<file path="src/rtl/udppd_pkg.sv">
`default_nettype none
// ----------------------------------------------------------------------------
// udppd_pkg
// Shared types and constants of the UDP port demultiplexer slot table.
// ----------------------------------------------------------------------------
package udppd_pkg;

	// widths of the word fields
	localparam int PORT_W  = 16;
	localparam int IP_W    = 32;
	localparam int LEN_W   = 16;
	localparam int BUF_W   = 3;
	localparam int LINK_W  = 2;
	localparam int SLOT_W  = 3;

	// widest internal link and slot index over the parameter ranges
	localparam int LINK_CAP_W = 3;
	localparam int SLOT_CAP_W = 6;

	// configuration port
	localparam int CFG_ADDR_W = 4;
	localparam int CFG_DATA_W = 32;
	localparam int NUM_CFG    = 4;

	localparam logic KIND_DGRAM   = 1'b0;
	localparam logic KIND_RELEASE = 1'b1;

	typedef enum logic [1:0] {
		ST_UNREACH  = 2'd0,
		ST_NO_SLOT  = 2'd1,
		ST_ACCEPTED = 2'd2,
		ST_RELEASED = 2'd3
	} status_t;

	typedef struct packed {
		logic                  port_hit;
		logic                  slot_hit;
		logic [LINK_CAP_W-1:0] link;
		logic [SLOT_CAP_W-1:0] slot;
	} lookup_t;

endpackage
`default_nettype wire

</file>
<file path="src/rtl/udppd_ram.sv">
`default_nettype none
// ----------------------------------------------------------------------------
// udppd_ram
// Generic single write port, single read port RAM with registered read.
// ----------------------------------------------------------------------------
module udppd_ram #(
	parameter int WIDTH = 8,
	parameter int DEPTH = 16
) (
	input  wire logic                                     clk,
	input  wire logic                                     we,
	input  wire logic [((DEPTH > 1) ? $clog2(DEPTH) : 1)-1:0] waddr,
	input  wire logic [WIDTH-1:0]                         wdata,
	input  wire logic                                     re,
	input  wire logic [((DEPTH > 1) ? $clog2(DEPTH) : 1)-1:0] raddr,
	output logic      [WIDTH-1:0]                         rdata
);
	logic [WIDTH-1:0] mem_q [DEPTH];

	always_ff @(posedge clk) begin
		if (we) begin
			mem_q[waddr] <= wdata;
		end
		if (re) begin
			rdata <= mem_q[raddr];
		end
	end
endmodule
`default_nettype wire

</file>
<file path="src/rtl/udppd_cfg.sv">
`default_nettype none
// ----------------------------------------------------------------------------
// udppd_cfg
// Register bank holding the UDP port bound to each link.
// ----------------------------------------------------------------------------
module udppd_cfg #(
	parameter int LINKS = 4
) (
	input  wire logic                                 clk,
	input  wire logic                                 arst_n,
	input  wire logic                                 psel,
	input  wire logic                                 penable,
	input  wire logic                                 pwrite,
	input  wire logic [udppd_pkg::CFG_ADDR_W-1:0]     paddr,
	input  wire logic [udppd_pkg::CFG_DATA_W-1:0]     pwdata,
	output logic      [udppd_pkg::CFG_DATA_W-1:0]     prdata,
	output logic                                      pready,
	output logic      [LINKS-1:0][udppd_pkg::PORT_W-1:0] bound_port
);
	import udppd_pkg::*;

	logic [NUM_CFG-1:0][PORT_W-1:0] port_q;
	logic [1:0]                     reg_idx;
	logic                           wr_en;

	assign pready  = 1'b1;
	assign reg_idx = paddr[3:2];
	assign wr_en   = psel && penable && pwrite && pready;

	always_ff @(posedge clk or negedge arst_n) begin
		if (!arst_n) begin
			port_q <= '0;
		end else if (wr_en && (4'(reg_idx) < 4'(LINKS))) begin
			port_q[reg_idx] <= pwdata[PORT_W-1:0];
		end
	end

	always_comb begin
		prdata = '0;
		if (4'(reg_idx) < 4'(LINKS)) begin
			prdata = CFG_DATA_W'(port_q[reg_idx]);
		end
	end

	// links beyond the register set stay bound to port 0
	always_comb begin
		for (int l = 0; l < LINKS; l++) begin
			bound_port[l] = (l < NUM_CFG) ? port_q[2'(l)] : '0;
		end
	end
endmodule
`default_nettype wire

</file>
<file path="src/rtl/udppd_lookup.sv">
`default_nettype none
// ----------------------------------------------------------------------------
// udppd_lookup
// Port match over the links and lowest free slot search of the matched link.
// ----------------------------------------------------------------------------
module udppd_lookup #(
	parameter int LINKS = 4,
	parameter int SLOTS = 8
) (
	input  wire logic [LINKS-1:0][udppd_pkg::PORT_W-1:0] bound_port,
	input  wire logic [LINKS-1:0][SLOTS-1:0]             slot_free,
	input  wire logic [udppd_pkg::PORT_W-1:0]            dest_port,
	output udppd_pkg::lookup_t                           res
);
	import udppd_pkg::*;

	logic [SLOTS-1:0] row;

	always_comb begin
		res.port_hit = 1'b0;
		res.slot_hit = 1'b0;
		res.link     = '0;
		res.slot     = '0;
		row          = '0;
		// lowest link wins
		for (int l = LINKS - 1; l >= 0; l--) begin
			if (bound_port[l] == dest_port) begin
				res.port_hit = 1'b1;
				res.link     = LINK_CAP_W'(l);
				row          = slot_free[l];
			end
		end
		for (int s = SLOTS - 1; s >= 0; s--) begin
			if (row[s]) begin
				res.slot_hit = 1'b1;
				res.slot     = SLOT_CAP_W'(s);
			end
		end
	end
endmodule
`default_nettype wire

</file>
<file path="src/rtl/udp_port_demux_slot_table.sv">
`default_nettype none
// ----------------------------------------------------------------------------
// udp_port_demux_slot_table
// UDP destination port demultiplexer with a per-link receive slot table.
// ----------------------------------------------------------------------------
// Takes one word per clock while the output is not stalled and no clearing pass
// runs, and returns one result word per input word through the input register,
// then the result register. Port match and free-slot search are combinational
// compares; slot records live in two RAMs with registered read, read by a
// release in the cycle it leaves the input register. After reset a clearing pass
// writes zero to every address of the peer port and length RAM; s_tready stays
// low while it runs, and configuration writes are taken throughout.
// ----------------------------------------------------------------------------
module udp_port_demux_slot_table #(
	parameter int LINKS = 4,
	parameter int SLOTS = 8
) (
	input  wire logic        clk,
	input  wire logic        arst_n,
	// configuration
	input  wire logic        psel,
	input  wire logic        penable,
	input  wire logic        pwrite,
	input  wire logic [3:0]  paddr,
	input  wire logic [31:0] pwdata,
	output logic      [31:0] prdata,
	output logic             pready,
	// input words
	input  wire logic        s_tvalid,
	output logic             s_tready,
	// dest_port, peer_port, peer_ip, datagram_length, release_link, release_slot
	input  wire logic [87:0] s_tdata,
	// kind
	input  wire logic [0:0]  s_tuser,
	// result words
	output logic             m_tvalid,
	input  wire logic        m_tready,
	// link_index, slot_index, buffer_index, rec_peer_port, rec_peer_ip, rec_length
	output logic [71:0]      m_tdata,
	// status
	output logic [1:0]       m_tuser
);
	import udppd_pkg::*;

	localparam int LW        = (LINKS > 1) ? $clog2(LINKS) : 1;
	localparam int SW        = (SLOTS > 1) ? $clog2(SLOTS) : 1;
	localparam int AW        = LW + SW;
	localparam int RAM_DEPTH = 2 ** AW;
	localparam int PL_W      = PORT_W + LEN_W;
	localparam int IB_W      = IP_W + BUF_W;

	logic [LINKS-1:0][PORT_W-1:0] bound_port;
	logic [LINKS-1:0][SLOTS-1:0]  slot_free_q;
	logic [SW-1:0]                next_buf_q;
	logic                         clr_busy_q;
	logic [AW-1:0]                clr_addr_q;

	// input register
	logic              s1_valid_q;
	logic              s1_kind;
	logic [PORT_W-1:0] s1_dest_port;
	logic [PORT_W-1:0] s1_peer_port;
	logic [IP_W-1:0]   s1_peer_ip;
	logic [LEN_W-1:0]  s1_length;
	logic [LINK_W-1:0] s1_rel_link;
	logic [SLOT_W-1:0] s1_rel_slot;

	// result register
	logic              s2_valid_q;
	status_t           s2_status;
	logic [LINK_W-1:0] s2_link;
	logic [SLOT_W-1:0] s2_slot;
	logic [BUF_W-1:0]  s2_buf;
	logic              s2_rec;

	lookup_t           lk;
	logic              s1_adv;
	logic              is_rel;
	logic              rel_ok;
	logic              do_acc;
	logic              do_rd;
	logic [LW-1:0]     acc_link;
	logic [SW-1:0]     acc_slot;
	logic [LW-1:0]     rel_link;
	logic [SW-1:0]     rel_slot;
	logic [AW-1:0]     acc_addr;
	logic [AW-1:0]     rel_addr;
	logic [BUF_W-1:0]  cur_buf;
	status_t           res_status;
	logic [LINK_W-1:0] res_link;
	logic [SLOT_W-1:0] res_slot;
	logic [BUF_W-1:0]  res_buf;
	logic              pl_we;
	logic [AW-1:0]     pl_waddr;
	logic [PL_W-1:0]   pl_wdata;
	logic [PL_W-1:0]   pl_rdata;
	logic [IB_W-1:0]   ib_rdata;

	udppd_cfg #(.LINKS(LINKS)) u_cfg (
		.clk       (clk),
		.arst_n    (arst_n),
		.psel      (psel),
		.penable   (penable),
		.pwrite    (pwrite),
		.paddr     (paddr),
		.pwdata    (pwdata),
		.prdata    (prdata),
		.pready    (pready),
		.bound_port(bound_port)
	);

	udppd_lookup #(.LINKS(LINKS), .SLOTS(SLOTS)) u_lookup (
		.bound_port(bound_port),
		.slot_free (slot_free_q),
		.dest_port (s1_dest_port),
		.res       (lk)
	);

	// handshake
	assign s1_adv   = s1_valid_q && (!s2_valid_q || m_tready);
	assign s_tready = !clr_busy_q && (!s1_valid_q || s1_adv);
	assign m_tvalid = s2_valid_q;

	// decode of the held word
	assign is_rel   = (s1_kind == KIND_RELEASE);
	assign rel_ok   = (4'(s1_rel_link) < 4'(LINKS)) && (7'(s1_rel_slot) < 7'(SLOTS));
	assign do_acc   = !is_rel && lk.port_hit && lk.slot_hit;
	assign do_rd    = s1_adv && is_rel && rel_ok;
	assign acc_link = lk.link[LW-1:0];
	assign acc_slot = lk.slot[SW-1:0];
	assign rel_link = LW'(s1_rel_link);
	assign rel_slot = SW'(s1_rel_slot);
	assign acc_addr = {acc_link, acc_slot};
	assign rel_addr = {rel_link, rel_slot};
	assign cur_buf  = BUF_W'(SLOT_CAP_W'(next_buf_q));

	always_comb begin
		res_status = ST_UNREACH;
		res_link   = '0;
		res_slot   = '0;
		res_buf    = '0;
		if (is_rel) begin
			res_status = ST_RELEASED;
			res_link   = s1_rel_link;
			res_slot   = s1_rel_slot;
		end else if (lk.port_hit) begin
			res_link = LINK_W'(lk.link);
			if (lk.slot_hit) begin
				res_status = ST_ACCEPTED;
				res_slot   = SLOT_W'(lk.slot);
				res_buf    = cur_buf;
			end else begin
				res_status = ST_NO_SLOT;
			end
		end
	end

	always_ff @(posedge clk or negedge arst_n) begin
		if (!arst_n) begin
			s1_valid_q <= 1'b0;
		end else if (s_tready) begin
			s1_valid_q <= s_tvalid;
		end
	end

	always_ff @(posedge clk) begin
		if (s_tready && s_tvalid) begin
			s1_kind      <= s_tuser[0];
			s1_dest_port <= s_tdata[15:0];
			s1_peer_port <= s_tdata[31:16];
			s1_peer_ip   <= s_tdata[63:32];
			s1_length    <= s_tdata[79:64];
			s1_rel_link  <= s_tdata[81:80];
			s1_rel_slot  <= s_tdata[84:82];
		end
	end

	always_ff @(posedge clk or negedge arst_n) begin
		if (!arst_n) begin
			s2_valid_q <= 1'b0;
		end else if (!s2_valid_q || m_tready) begin
			s2_valid_q <= s1_valid_q;
		end
	end

	always_ff @(posedge clk) begin
		if (s1_adv) begin
			s2_status <= res_status;
			s2_link   <= res_link;
			s2_slot   <= res_slot;
			s2_buf    <= res_buf;
			s2_rec    <= is_rel && rel_ok;
		end
	end

	// slot table state
	always_ff @(posedge clk or negedge arst_n) begin
		if (!arst_n) begin
			slot_free_q <= '1;
			next_buf_q  <= '0;
		end else if (s1_adv) begin
			if (do_acc) begin
				slot_free_q[acc_link][acc_slot] <= 1'b0;
				next_buf_q <= (next_buf_q == SW'(SLOTS - 1)) ? '0 : next_buf_q + 1'b1;
			end
			if (is_rel && rel_ok) begin
				slot_free_q[rel_link][rel_slot] <= 1'b1;
			end
		end
	end

	// clearing pass of the peer port and length record
	always_ff @(posedge clk or negedge arst_n) begin
		if (!arst_n) begin
			clr_busy_q <= 1'b1;
			clr_addr_q <= '0;
		end else if (clr_busy_q) begin
			clr_addr_q <= clr_addr_q + 1'b1;
			if (clr_addr_q == '1) begin
				clr_busy_q <= 1'b0;
			end
		end
	end

	assign pl_we    = clr_busy_q || (s1_adv && do_acc);
	assign pl_waddr = clr_busy_q ? clr_addr_q : acc_addr;
	assign pl_wdata = clr_busy_q ? '0 : {s1_length, s1_peer_port};

	udppd_ram #(.WIDTH(PL_W), .DEPTH(RAM_DEPTH)) u_ram_pl (
		.clk  (clk),
		.we   (pl_we),
		.waddr(pl_waddr),
		.wdata(pl_wdata),
		.re   (do_rd),
		.raddr(rel_addr),
		.rdata(pl_rdata)
	);

	udppd_ram #(.WIDTH(IB_W), .DEPTH(RAM_DEPTH)) u_ram_ib (
		.clk  (clk),
		.we   (s1_adv && do_acc),
		.waddr(acc_addr),
		.wdata({cur_buf, s1_peer_ip}),
		.re   (do_rd),
		.raddr(rel_addr),
		.rdata(ib_rdata)
	);

	// result word
	assign m_tuser        = s2_status;
	assign m_tdata[1:0]   = s2_link;
	assign m_tdata[4:2]   = s2_slot;
	assign m_tdata[7:5]   = s2_rec ? ib_rdata[IB_W-1:IP_W] : s2_buf;
	assign m_tdata[23:8]  = s2_rec ? pl_rdata[PORT_W-1:0] : '0;
	assign m_tdata[55:24] = s2_rec ? ib_rdata[IP_W-1:0] : '0;
	assign m_tdata[71:56] = s2_rec ? pl_rdata[PL_W-1:PORT_W] : '0;

	a_clr_blocks_input: assert property (@(posedge clk) disable iff (!arst_n)
		clr_busy_q |-> !s_tready)
		else $error("input accepted during clearing pass");

	a_state_holds_idle: assert property (@(posedge clk) disable iff (!arst_n)
		!s1_adv |=> $stable(slot_free_q) && $stable(next_buf_q))
		else $error("slot table changed with no word processed");

	a_rec_only_release: assert property (@(posedge clk) disable iff (!arst_n)
		(m_tvalid && (m_tuser != ST_RELEASED)) |-> (m_tdata[71:8] == '0))
		else $error("record fields set on a non-release result");

	a_acc_takes_free: assert property (@(posedge clk) disable iff (!arst_n)
		(s1_adv && do_acc) |-> slot_free_q[acc_link][acc_slot])
		else $error("accepted datagram given a slot that is not free");
endmodule
`default_nettype wire

</file>
<file path="config.mk">
export PLATFORM = sky130hd
export DESIGN_NAME = udp_port_demux_slot_table
export DESIGN_NICKNAME = d
export VERILOG_FILES = /design/src/rtl/udppd_pkg.sv /design/src/rtl/udppd_ram.sv /design/src/rtl/udppd_cfg.sv /design/src/rtl/udppd_lookup.sv /design/src/rtl/udp_port_demux_slot_table.sv
export SDC_FILE = /design/constraint.sdc
export NUM_CORES = 2
export LEC_CHECK = 0
export ABC_AREA = 1
export BUFFER_PORTS_ARGS = -buffer_cell sky130_fd_sc_hd__buf_2
export CORE_MARGIN = 5
export CORE_UTILIZATION = 50
export CTS_CLUSTER_SIZE = 25
export DETAILED_ROUTE_END_ITERATION = 10
export PLACE_DENSITY_LB_ADDON = 0.05
export SYNTH_ARGS = -nofsm -noshare
export SYNTH_HDL_FRONTEND = slang
export SYNTH_SLANG_ARGS = --single-unit
</file>
<file path="constraint.sdc">
create_clock -name clk -period 6 [get_ports clk]
set_clock_uncertainty 0.2 [all_clocks]
set_input_delay 0.3 -clock clk [delete_from_list [all_inputs] [get_ports clk]]
set_output_delay 0.3 -clock clk [all_outputs]
set_load 0.1 [all_outputs]
</file>
==> flow_summary.yaml <==
die:
  die_area_um2: 187200
  rows: 155
  core_region_area_um2: 178000
  start_util: 0.5017
  fp.dieH_um: 432.7
  io-pin-count: 241
  die_x_um: 432.7
finish:
  drive_gt1_frac: 0.1234
  syn_to_final_growth_pct: 16.65
  num-nets-final: 6656
  layout_commonest_cell: "edfxtp_1"
  final_cells: 9084
  layout_common_cells: "edfxtp_1, nand2_1, a22oi_1"
  n_fill_cell: 14024
power_and_ir_drop:
  vdd_ir_drop_max_uv: 275.3
  pwr-share-seq: 0.527
  powerDensity_nw_per_um2: 360.5
  intPower_uw: 28160
  pwr-share-comb: 0.092
  pwr-share-clk: 0.381
  p_leak_uw: 0.03621
  swShare: 0.2502
  power.switching_uw: 9396
cts:
  cts_setup_buffers: 0
  cts_tree: "done"
  cts_root_buf: "clkbuf_16"
  clock_path_buffers: 3
  cts.sinks: 2407
  clkSlewWorstSetupHoldPaths_ns: 0.06
  h-tree-depth: 4
  insertion_delay_ns: 0.87
  numCtsBuffers: 240
critical_path:
  critPathCaptureType: "register"
  required_ns: 6.38
  path_delay_family: "simple AND/OR/NAND/NOR gates"
  cp_max_fo: 22
  worst_setup_path_start_kind: "register"
  crit_top_cell: "nand2_1"
  cp_slowest_cell: "nor2_4"
  path_class: "reg2reg"
  crit_buf_inv: 1
  crit_chain: "nand2_1 > nand2_1 > nor2_1 > nand2_1 > nor2_2 > nand2_4 > nand2_2 > nor2_1 > nor2_2 > nand2_1 > nand2_1 > nand2_1 > nand2_1 > nand2_1 > nand2_2 > nand2_1 > nand2_1 > nand3_2 > nor2_4 > buf_4"
  slowest_delay_ns: 0.86
  arrival_ns: 5.17
grt:
  grt.overflow.total: 0
  grt_pass1_vias: 51093
  antenna_found_initial: 5
  track_usage: 0.2485
  grt_pass1_wl_mm: 342.7
  grt_start_max_net_pins: 136
sta:
  finalSetupTns_ns: 0
  min_period_ns: 4.791
  holdWs_ns: 0.03186
  rsz0062_at_grt: "no"
  fmax_mhz: 208.7
  hold_viol: 0
  fin_crit_sh: 0.7984
  slew_headroom: 0.1407
  worst_slew_pin_slew_ns: 1.289
  finalSetupViolCount: 0
  slew_violations: 0
run:
  cap_violations: 0
status:
  status: "finished, final reports clean"
route:
  detail_route.iter0.violations: 5280
  firstDrtPassIters: 6
  wirelength_mm: 234.3
  routedWlPerCell_um: 25.80
  drc: 0
  antenna_left: 0
  num_vias: 52063
  vias_per_cell: 5.731
synth:
  yosysSeqAreaShare: 0.8040
  synthDistinctLibCells: 40
  netlist_area_um2: 89320
  synth_seq_cells: 2407
  yosysWarnings: 0
  syn_avg_cell_area_um2: 15.50
  syn-instance-count: 5763
place:
  place_hpwl_mm: 126.1
  dp.cells: 8441
  port_buffers: 202
  place_congestion: 0.8210
worst_hold_path:
  hold_class: "in2reg"
-- power by group through the flow --
stage               logic [uW]  clock network, uW  registers, uW
floorplan                 2090                  0          20000
global placement          3330                  0          20100
detailed placement        3350                  0          20100
CTS                       3460              14600          19800
global route              3710              15300          19900
finish                    3450              14300          19800
-- logic make-up (layout without fill, tap and decap cells) --
kind of cell,after synthesis,in the layout,synth area share
AO/OA/AOI/OAI,938,938,0.08016
XOR/XNOR,3,3,0.0002942
adder cells (fa/ha/maj),4,4,0.0005604
buffers and inverters,572,1242,0.02491
flip-flops,2407,2407,0.8040
multiplexers,3,3,0.0003782
other,2,298,0.00008408
AND/OR/NAND/NOR,1834,1834,0.08957
-- metal layers --
metal / GRT usage / wire [um] / vias up
met5: 0 / 0 / -
met4: 0.05846 / 4839 / 0
met3: 0.04250 / 16500 / 288
met2: 0.3844 / 107500 / 1827
met1: 0.3734 / 105500 / 26676
li1: - / - / 23272
-- cells in the mapped netlist, drive strengths merged --
cell / count / area, um^2
a21oi: 45 / 229.0
a221oi: 224 / 1962
a22o: 204 / 1787
a22oi: 339 / 2545
and3: 2 / 12.51
buf: 50 / 265.3
clkbuf: 263 / 987.2
clkinv: 2 / 7.510
conb: 2 / 7.510
dfrtp: 74 / 1852
dfstp: 25 / 656.9
edfxtp: 2308 / 69310
ha: 4 / 50.05
inv: 257 / 964.7
mux2: 3 / 33.78
nand2: 1284 / 4867
nand3: 98 / 573.1
nand4: 305 / 1908
nor2: 136 / 579.3
nor3: 7 / 35.03
nor3b: 1 / 18.77
nor4: 1 / 6.260
o21ai: 125 / 629.3
o21bai: 1 / 7.510
xnor2: 1 / 8.760
xor2: 2 / 17.52
-- worst reg2reg max path, delay by kind of cell (launching register included) --
family / cells / cell delay [ns]
buffers and inverters: 1 / 0.34
flip-flops: 1 / 0.40
AND/OR/NAND/NOR: 19 / 3.55
-- registers in the layout, summed over array words and instances (netlist names), 2 cells and up --
signal,count
rel_slot,3
s2_buf,3
s1_length,16
s1_peer_ip,32
u_ram_ib.mem_q,1120
u_cfg.bound_port,32
clr_addr_q,5
s2_slot,3
u_ram_pl.mem_q,1024
s1_peer_port,16
u_ram_ib.rdata,35
rel_link,2
u_ram_pl.rdata,32
s1_dest_port,16
slot_free_q,24
s2_link,2
cur_buf,3
u_cfg.port_q,32
m_tuser,2
-- per-stage QoR --
step | util | setup WS (ns) | cell area (um^2) | power (uW)
6_report | 0.5852 | 1.209 | 104200 | 37560
5_1_grt | 0.5852 | 0.7911 | 104200 | 38900
4_1_cts | 0.5852 | 1.138 | 104200 | 37810
3_5_place_dp | 0.5323 | 1.150 | 94760 | 23490
3_3_place_gp | 0.5323 | 1.172 | 94760 | 23440
2_1_floorplan | - | 0.5750 | 90430 | 22120
-- repair_timing --
item / CTS / global route
resized for setup: 0 / 0
hold buffers: 192 / 0
endpoints found under the hold margin: 287 / 0
-- final timing paths --
path	startpoint	end	slack [ns]	cells past startpoint
max	s1_dest_port[8]	u_ram_pl.mem_q[23][7]	1.21	20
min	s_tdata[52]	s1_peer_ip[20]	0.03	2
max reg2reg	s1_dest_port[8]	u_ram_pl.mem_q[23][7]	1.21	20
min reg2reg	slot_free_q[18]	slot_free_q[18]	0.26	2
max in group asynchronous	arst_n	clr_addr_q[4]	4.42	4
min in group asynchronous	arst_n	u_cfg.bound_port[12]	0.28	4
-- layout make-up --
class / instances / area, um^2 / share of cell area
antenna: 1 / 2.502 / 0.00002402
clock buffer: 311 / 6334 / 0.06079
clock inverter: 139 / 1160 / 0.01113
inverter: 259 / 1012 / 0.009716
multi-input combinational: 3079 / 16780 / 0.1610
sequential: 2407 / 71820 / 0.6893
tap: 2355 / 2947 / 0.02828
timing repair buffer: 533 / 4139 / 0.03973
Note: power is estimated with default switching activity, not from simulation.
